==> config.mk <==
export PLATFORM = sky130hd
export DESIGN_NAME = srk4_ctrl
export DESIGN_NICKNAME = d
export VERILOG_FILES = /design/src/design/srk4_pkg.sv /design/src/design/srk4_ctrl.sv
export SDC_FILE = /design/constraint.sdc
export NUM_CORES = 1
export LEC_CHECK = 0
export ABC_AREA = 1
export BUFFER_PORTS_ARGS = -buffer_cell sky130_fd_sc_hd__buf_4
export CORE_MARGIN = 10
export CORE_UTILIZATION = 50
export CTS_BUF_LIST = sky130_fd_sc_hd__clkbuf_8
export CTS_CLUSTER_DIAMETER = 120
export CTS_CLUSTER_SIZE = 10
export DETAILED_ROUTE_END_ITERATION = 10
export HOLD_SLACK_MARGIN = 0.02
export PLACE_DENSITY = 0.72
export SLEW_MARGIN = 20
export SYNTH_ARGS = -nofsm -noshare
export SYNTH_HDL_FRONTEND = slang
export SYNTH_SLANG_ARGS = --single-unit
export TNS_END_PERCENT = 50
==> constraint.sdc <==
create_clock -name clk -period 4.1 [get_ports clk]
set_input_delay 0.82 -clock clk [delete_from_list [all_inputs] [get_ports clk]]
set_output_delay 0.82 -clock clk [all_outputs]
set_load 0.05 [all_outputs]
==> src/design/srk4_pkg.sv <==
`timescale 1ns / 1ps
// ----------------------------------------------------------------------------
// srk4_pkg
// Shared types, command codes and fixed-point helpers for the SEIRS RK4 block.
// ----------------------------------------------------------------------------
package srk4_pkg;

  localparam int FRAC_BITS = 30;
  localparam int ACC_W     = 35;

  // datapath command codes
  localparam logic [3:0] OP_NOP   = 4'd0;
  localparam logic [3:0] OP_LOAD  = 4'd1;
  localparam logic [3:0] OP_START = 4'd2;
  localparam logic [3:0] OP_MUL   = 4'd3;
  localparam logic [3:0] OP_KUPD  = 4'd4;
  localparam logic [3:0] OP_STG   = 4'd5;
  localparam logic [3:0] OP_FIN   = 4'd6;
  localparam logic [3:0] OP_DIV   = 4'd7;
  localparam logic [3:0] OP_FWB   = 4'd8;
  localparam logic [3:0] OP_OUT   = 4'd9;

  // derivative product selectors
  localparam logic [2:0] MS_BI  = 3'd0;
  localparam logic [2:0] MS_BSI = 3'd1;
  localparam logic [2:0] MS_RR  = 3'd2;
  localparam logic [2:0] MS_SE  = 3'd3;
  localparam logic [2:0] MS_GI  = 3'd4;

  // configuration register indexes
  localparam logic [2:0] CFG_BETA  = 3'd0;
  localparam logic [2:0] CFG_SIGMA = 3'd1;
  localparam logic [2:0] CFG_GAMMA = 3'd2;
  localparam logic [2:0] CFG_RHO   = 3'd3;
  localparam logic [2:0] CFG_DT    = 3'd4;

  // divide by six, one 16-bit digit per step: q = (v * RECIP) >> SHIFT
  localparam logic [20:0] DIV_RECIP = 21'd349526;
  localparam int          DIV_SHIFT = 21;

  typedef struct packed {
    logic [3:0] op;
    logic [2:0] sel;
    logic       phase;
    logic [1:0] eval;
  } srk4_cmd_t;

  typedef struct packed {
    logic out_free;
  } srk4_stat_t;

  typedef struct packed {
    logic               sat;
    logic signed [31:0] val;
  } sat_res_t;

  function automatic logic signed [63:0] sx32(input logic signed [31:0] v);
    return {{32{v[31]}}, v};
  endfunction

  function automatic sat_res_t sat32(input logic signed [63:0] v);
    sat_res_t r;
    if (v > 64'sd2147483647) begin
      r.sat = 1'b1;
      r.val = 32'sh7fffffff;
    end else if (v < -64'sd2147483648) begin
      r.sat = 1'b1;
      r.val = 32'sh80000000;
    end else begin
      r.sat = 1'b0;
      r.val = v[31:0];
    end
    return r;
  endfunction

  // round to nearest, ties toward plus infinity
  function automatic logic signed [63:0] rnd_shift(input logic signed [63:0] v,
                                                   input logic extra);
    logic signed [63:0] h0;
    logic signed [63:0] h1;
    h0 = v + (64'sd1 <<< (FRAC_BITS - 1));
    h1 = v + (64'sd1 <<< FRAC_BITS);
    return extra ? (h1 >>> (FRAC_BITS + 1)) : (h0 >>> FRAC_BITS);
  endfunction

endpackage

==> src/design/srk4_ctrl.sv <==
`timescale 1ns / 1ps
// ----------------------------------------------------------------------------
// srk4_ctrl
// Sequencer for the SEIRS RK4 step: issues datapath commands in order.
// ----------------------------------------------------------------------------
module srk4_ctrl (
  input  logic                 clk,
  input  logic                 rst_n,
  input  logic                 in_tvalid,
  output logic                 in_tready,
  input  logic                 in_op,
  input  srk4_pkg::srk4_stat_t stat,
  output srk4_pkg::srk4_cmd_t  cmd
);
  import srk4_pkg::*;

  localparam logic [2:0] S_IDLE  = 3'd0;
  localparam logic [2:0] S_DERIV = 3'd1;
  localparam logic [2:0] S_KUPD  = 3'd2;
  localparam logic [2:0] S_STAGE = 3'd3;
  localparam logic [2:0] S_FIN   = 3'd4;
  localparam logic [2:0] S_DIV   = 3'd5;
  localparam logic [2:0] S_FWB   = 3'd6;
  localparam logic [2:0] S_OUT   = 3'd7;

  logic [2:0] state_r, state_nxt;
  logic [2:0] sel_r, sel_nxt;
  logic       ph_r, ph_nxt;
  logic [1:0] e_r, e_nxt;
  logic [1:0] dcnt_r, dcnt_nxt;

  // next state and command decode
  always_comb begin
    state_nxt = state_r;
    sel_nxt   = sel_r;
    ph_nxt    = ph_r;
    e_nxt     = e_r;
    dcnt_nxt  = dcnt_r;
    cmd.op    = OP_NOP;
    cmd.sel   = sel_r;
    cmd.phase = ph_r;
    cmd.eval  = e_r;
    in_tready = (state_r == S_IDLE);
    unique case (state_r)
      S_IDLE: begin
        if (in_tvalid) begin
          sel_nxt = 3'd0;
          ph_nxt  = 1'b0;
          e_nxt   = 2'd0;
          if (in_op) begin
            cmd.op    = OP_START;
            state_nxt = S_DERIV;
          end else begin
            cmd.op    = OP_LOAD;
            state_nxt = S_OUT;
          end
        end
      end
      S_DERIV: begin
        cmd.op = OP_MUL;
        ph_nxt = ~ph_r;
        if (ph_r) begin
          if (sel_r == MS_GI) begin
            sel_nxt   = 3'd0;
            state_nxt = S_KUPD;
          end else begin
            sel_nxt = sel_r + 3'd1;
          end
        end
      end
      S_KUPD: begin
        cmd.op    = OP_KUPD;
        sel_nxt   = 3'd0;
        ph_nxt    = 1'b0;
        state_nxt = (e_r == 2'd3) ? S_FIN : S_STAGE;
      end
      S_STAGE: begin
        cmd.op = OP_STG;
        ph_nxt = ~ph_r;
        if (ph_r) begin
          if (sel_r == 3'd3) begin
            sel_nxt   = 3'd0;
            e_nxt     = e_r + 2'd1;
            state_nxt = S_DERIV;
          end else begin
            sel_nxt = sel_r + 3'd1;
          end
        end
      end
      S_FIN: begin
        cmd.op = OP_FIN;
        ph_nxt = ~ph_r;
        if (ph_r) begin
          dcnt_nxt  = 2'd0;
          state_nxt = S_DIV;
        end
      end
      S_DIV: begin
        cmd.op   = OP_DIV;
        dcnt_nxt = dcnt_r + 2'd1;
        if (dcnt_r == 2'd3) state_nxt = S_FWB;
      end
      S_FWB: begin
        cmd.op = OP_FWB;
        ph_nxt = 1'b0;
        if (sel_r == 3'd3) begin
          state_nxt = S_OUT;
        end else begin
          sel_nxt   = sel_r + 3'd1;
          state_nxt = S_FIN;
        end
      end
      S_OUT: begin
        if (stat.out_free) begin
          cmd.op    = OP_OUT;
          state_nxt = S_IDLE;
        end
      end
    endcase
  end

  // state registers
  always_ff @(posedge clk) begin
    if (!rst_n) begin
      state_r <= S_IDLE;
      sel_r   <= 3'd0;
      ph_r    <= 1'b0;
      e_r     <= 2'd0;
      dcnt_r  <= 2'd0;
    end else begin
      state_r <= state_nxt;
      sel_r   <= sel_nxt;
      ph_r    <= ph_nxt;
      e_r     <= e_nxt;
      dcnt_r  <= dcnt_nxt;
    end
  end

endmodule

* Word level (Yosys, flattened, before mapping)
Index checks and enable logic that the tools add are counted.
W data, S select, Z words.
** Storage, ports and cells
- Flip-flop bits (word level) :: 11
- Word-level logic and storage cells :: 72
** Cells by class
- $add $sub $neg :: 3
- Eq/ne operators :: 20
- Mux-type cells :: 31
- Bitwise operators :: 1
- Reduce and logical (&&, ||, !) cells :: 12
** Operators with widths (number)
- $mux W3 :: 16
- $pmux W4 S8 :: 1
- $pmux W3 S8 :: 1
- $ne A2 B2 Y1 const B :: 9
- $eq A3 B3 Y1 const B :: 5
- $pmux W3 S5 :: 1
- $mux W2 :: 7
- $eq A3 B2 Y1 const B :: 3
- $pmux W2 S2 :: 2
- $reduce_and A8 Y1 :: 1
- $reduce_and A5 Y1 :: 1
- $reduce_bool A5 Y1 :: 1
- $add A2 B1 Y2 const B :: 2
- $eq A2 B2 Y1 const B :: 2
- $mux W4 :: 1
- $reduce_and A2 Y1 :: 2
- $reduce_and A4 Y1 :: 1
- $reduce_bool A2 Y1 :: 2
- $add A3 B1 Y3 const B :: 1
- $eq A3 B1 Y1 const B :: 1
- $logic_not A3 Y1 :: 1
- $pmux W1 S3 :: 1
- $reduce_bool A3 Y1 :: 1
- $reduce_or A3 Y1 :: 1
- other kinds (3) :: 3

* Depth between registers and ports, before layout
- Depth after elaboration :: 4
- Gate-level depth with buffers :: 10
- Depth with buffers taken out :: 10

* Least setup slack after synthesis
OpenSTA, ideal clock, no wires.
- Kind :: flip-flop to output port
- Start point :: register state_r[2]
- End point :: output port cmd[6] (netlist name)
- Arrival time :: 2.227 ns
- Required time :: 3.280 ns
- Slack :: 1.053 ns
- Stages on the path, launching flop included :: 6
- Cells stage by stage :: dfxtp_1 inv_2 ha_1 nor2_1 nand4_1 o21ai_0
** RTL lines
- start: declaration :: RTL line srk4_ctrl.sv:26 : logic [2:0] state_r, state_nxt;
- start signal: assignment :: RTL line srk4_ctrl.sv:131 : state_r <= state_nxt;
- end: declaration :: RTL line srk4_ctrl.sv:13 : output srk4_pkg::srk4_cmd_t cmd

==> insert_results.sql <==
INSERT INTO impl_metrics (metric_group, metric, value, unit) VALUES
('cells_and_area', 'drive_above_1_share', '20.34', '%'),
('synth', 'yosys_warning_count', '0', ''),
('cells_and_area', 'final_cell_count_no_fill', '204', ''),
('sta', 'timing.final.hold_violations', '0', ''),
('die', 'io_pins', '16', ''),
('critical_path', 'timing.reg2reg.worst_path_depth', '8', ''),
('clock_tree', 'ctsHtreeMaxLevel', '1', ''),
('power', 'cell_internal_pwr', '398.7', 'uW'),
('critical_path', 'critical_path_required', '3.28', 'ns'),
('cells_and_area', 'diodes', '0', ''),
('synth', 'post_synth_instance_area', '1011', 'um^2'),
('detailed_routing', 'drt_pre_antenna_iters', '4', ''),
('power', 'power.switching_fraction', '57.48', '%'),
('clock_tree', 'cts_hold_buffers', '0', ''),
('power', 'power.share.clock', '11.6', '%'),
('power', 'netSwitchingPower', '539.1', 'uW'),
('clock_tree', 'root_buffer', 'sky130_fd_sc_hd__clkbuf_8', ''),
('min_path', 'worst_hold_path.num_cells', '2', ''),
('synth', 'synthDistinctLibCells', '22', ''),
('power', 'power.leakage', '0.0005998', 'uW'),
('placement', 'port_buffers', '15', ''),
('clock_tree', 'tritoncts', 'yes', ''),
('clock_tree', 'num_cts_buffers', '3', ''),
('die', 'dieArea', '4220', 'um^2'),
('sta', 'setup_violations', '0', ''),
('global_route', 'grt_max_degree', '17', ''),
('min_path', 'hold_start', 'ph_r', ''),
('critical_path', 'max_stage_delay', '0.73', 'ns'),
('power', 'p_seq_share', '21.5', '%'),
('cells_and_area', 'layout.nets', '192', ''),
('die', 'die_height', '64.97', 'um'),
('sta', 'min_period_over_period', '75.21', '%'),
('placement', 'routabilityCongestion', '0.8718', ''),
('placement', 'hpwl', '1989', 'um'),
('sta', 'rsz0062_at_grt', 'false', ''),
('detailed_routing', 'remaining_drc_errors', '0', ''),
('cells_and_area', 'most_common_library_cell_in_the_layout_ignoring_fill_and_taps', 'sky130_fd_sc_hd__nand2_1', ''),
('critical_path', 'worstPathMaxFanout', '16', ''),
('global_route', 'grt_pass1_vias', '969', ''),
('detailed_routing', 'first_drt_iteration_drcs', '65', ''),
('clock_tree', 'cts_sinks', '11', ''),
('power', 'pwr_density_cell', '797.4', 'nW/um^2'),
('die', 'initial_core_util', '52.06', '%'),
('run_status', 'outcome', 'finished, final reports clean', ''),
('synth', 'post_synth.cell_area_avg', '6.279', 'um^2'),
('min_path', 'hold-path-endpoint', 'ph_r', ''),
('clock_tree', 'cts.path.max_buffers', '2', ''),
('global_route', 'gr-usage-all-layers', '12.79', '%'),
('synth', 'post_synth_inst_count', '161', ''),
('die', 'die_boundary_width', '64.97', 'um'),
('global_route', 'initial_antenna_violation_count', '0', ''),
('critical_path', 'worst_setup_path_start_kind', 'flip-flop', ''),
('global_route', 'grt_pass1_wl', '4491', 'um'),
('cells_and_area', 'area_delta_synth_final', '16.34', '%'),
('detailed_routing', 'via_count', '1078', ''),
('detailed_routing', 'finalWirelength', '2591', 'um'),
('sta', 'setup_tns_final', '0', 'ns'),
('critical_path', 'path_class', 'reg2out', ''),
('synth', 'sequential_element_share_of_the_synthesized_area', '21.78', '%'),
('critical_path', 'critPathArrivalTime', '2.26', 'ns'),
('cells_and_area', 'leading_cell_types_in_the_layout_fill_and_taps_excluded', '40 x sky130_fd_sc_hd__nand2_1, 20 x sky130_fd_sc_hd__inv_1, 19 x sky130_fd_sc_hd__nor2_1', ''),
('clock_tree', 'clk_pin_slew_worst_paths', '0.05', 'ns'),
('clock_tree', 'worstSkewPairLatency', '0.24', 'ns'),
('critical_path', 'setup.reg_to_reg.worst_slack', '2.08', 'ns'),
('critical_path', 'crit_path_end_kind', 'output port', ''),
('detailed_routing', 'vias_per_cell', '5.284', ''),
('sta', 'timing.slew.headroom', '56.55', '%'),
('clock_tree', 'post_cts.repair.setup_buffers', '0', ''),
('die', 'core.rowCount', '16', ''),
('sta', 'drv_slew', '0', ''),
('clock_tree', 'cts_resized', '0', '');
-- cells by family after synthesis --
logic type               share of synthesized area, %
flip-flops                                      21.78
buffers and inverters                           11.14
AO/OA/AOI/OAI                                   11.88
AND/OR/NAND/NOR                                 44.06
adder cells (fa/ha/maj)                         11.14
-- worst max path at each step --
stage / from / endpoint / slack [ns] / cells after the start
finish: state_r[2] / cmd[6] / 1.02 / 7
global route: state_r[2] / cmd[6] / 0.82 / 7
CTS: state_r[2] / cmd[6] / 1.05 / 6
detailed placement: state_r[2] / cmd[6] / 1.31 / 6
global placement: state_r[2] / cmd[6] / 1.39 / 7
floorplan: state_r[2] / cmd[6] / 1.05 / 5
-- power by group through the flow --
| stage | combinational [uW] | sequential [uW] | clock [uW] |
|---|---|---|---|
| 2_1_floorplan | 464 | 222 | 0 |
| 3_3_place_gp | 615 | 201 | 0 |
| 3_5_place_dp | 624 | 203 | 0 |
| 4_1_cts | 628 | 201 | 111 |
| 5_1_grt | 688 | 211 | 117 |
| 6_report | 627 | 202 | 109 |
-- worst max-delay path: cells and delay by family (launching register included) --
family	cells	cell delay (ns)
flops	1	0.73
buf+inv	2	0.43
simple gates	2	0.36
fa+ha+maj	1	0.26
compound gates	2	0.24
-- synth_stat cells --
library cell | n | area [um^2]
sky130_fd_sc_hd__a21oi_2 | 2 | 17.52
sky130_fd_sc_hd__nand3b_1 | 1 | 7.510
sky130_fd_sc_hd__buf_6 | 1 | 11.26
sky130_fd_sc_hd__nand3_1 | 18 | 90.09
sky130_fd_sc_hd__buf_4 | 2 | 15.01
sky130_fd_sc_hd__nor2_1 | 19 | 71.32
sky130_fd_sc_hd__nand4_1 | 4 | 25.02
sky130_fd_sc_hd__a21oi_1 | 8 | 40.04
sky130_fd_sc_hd__nor2_4 | 2 | 22.52
sky130_fd_sc_hd__nand2_1 | 40 | 150.1
sky130_fd_sc_hd__nor2_2 | 3 | 18.77
sky130_fd_sc_hd__nand2_4 | 1 | 11.26
sky130_fd_sc_hd__nand3_2 | 3 | 30.03
sky130_fd_sc_hd__o21ai_0 | 3 | 15.01
sky130_fd_sc_hd__o2111ai_1 | 1 | 8.760
sky130_fd_sc_hd__ha_1 | 9 | 112.6
sky130_fd_sc_hd__inv_2 | 4 | 15.01
sky130_fd_sc_hd__inv_1 | 19 | 71.32
sky130_fd_sc_hd__nand2_2 | 3 | 18.77
sky130_fd_sc_hd__o21ai_1 | 6 | 30.03
sky130_fd_sc_hd__dfxtp_1 | 11 | 220.2
sky130_fd_sc_hd__o311ai_0 | 1 | 8.760
-- flip-flops by register name, indices dropped and copies added, names as in the netlist --
register and cells:
dcnt_r 2, e_r 2, ph_r 1, sel_r 3, state_r 3
-- stage by stage --
step           instance area (um^2)  worst slack (ns)
3_3_place_gp                   1131             1.390
3_5_place_dp                   1131             1.306
5_1_grt                        1176            0.8201
2_1_floorplan                  1011             1.053
6_report                       1176             1.017
4_1_cts                        1176             1.050
-- per-layer routing --
layer,GRT usage (%),vias up,part of all wire (%)
li1,-,558,-
met1,16.41,478,46
met2,19.46,35,45
met3,4.124,7,7.1
met4,4.545,0,1.7
met5,0,-,0
-- layout make-up --
class | instances | area, um^2
fill | 203 | 765.7
multi-input combinational | 124 | 678.2
sequential | 11 | 220.2
timing repair buffer | 15 | 112.6
inverter | 23 | 86.33
clock buffer | 3 | 41.29
tap | 27 | 33.78
clock inverter | 1 | 3.754
Note: power is estimated with default switching activity, not from simulation.
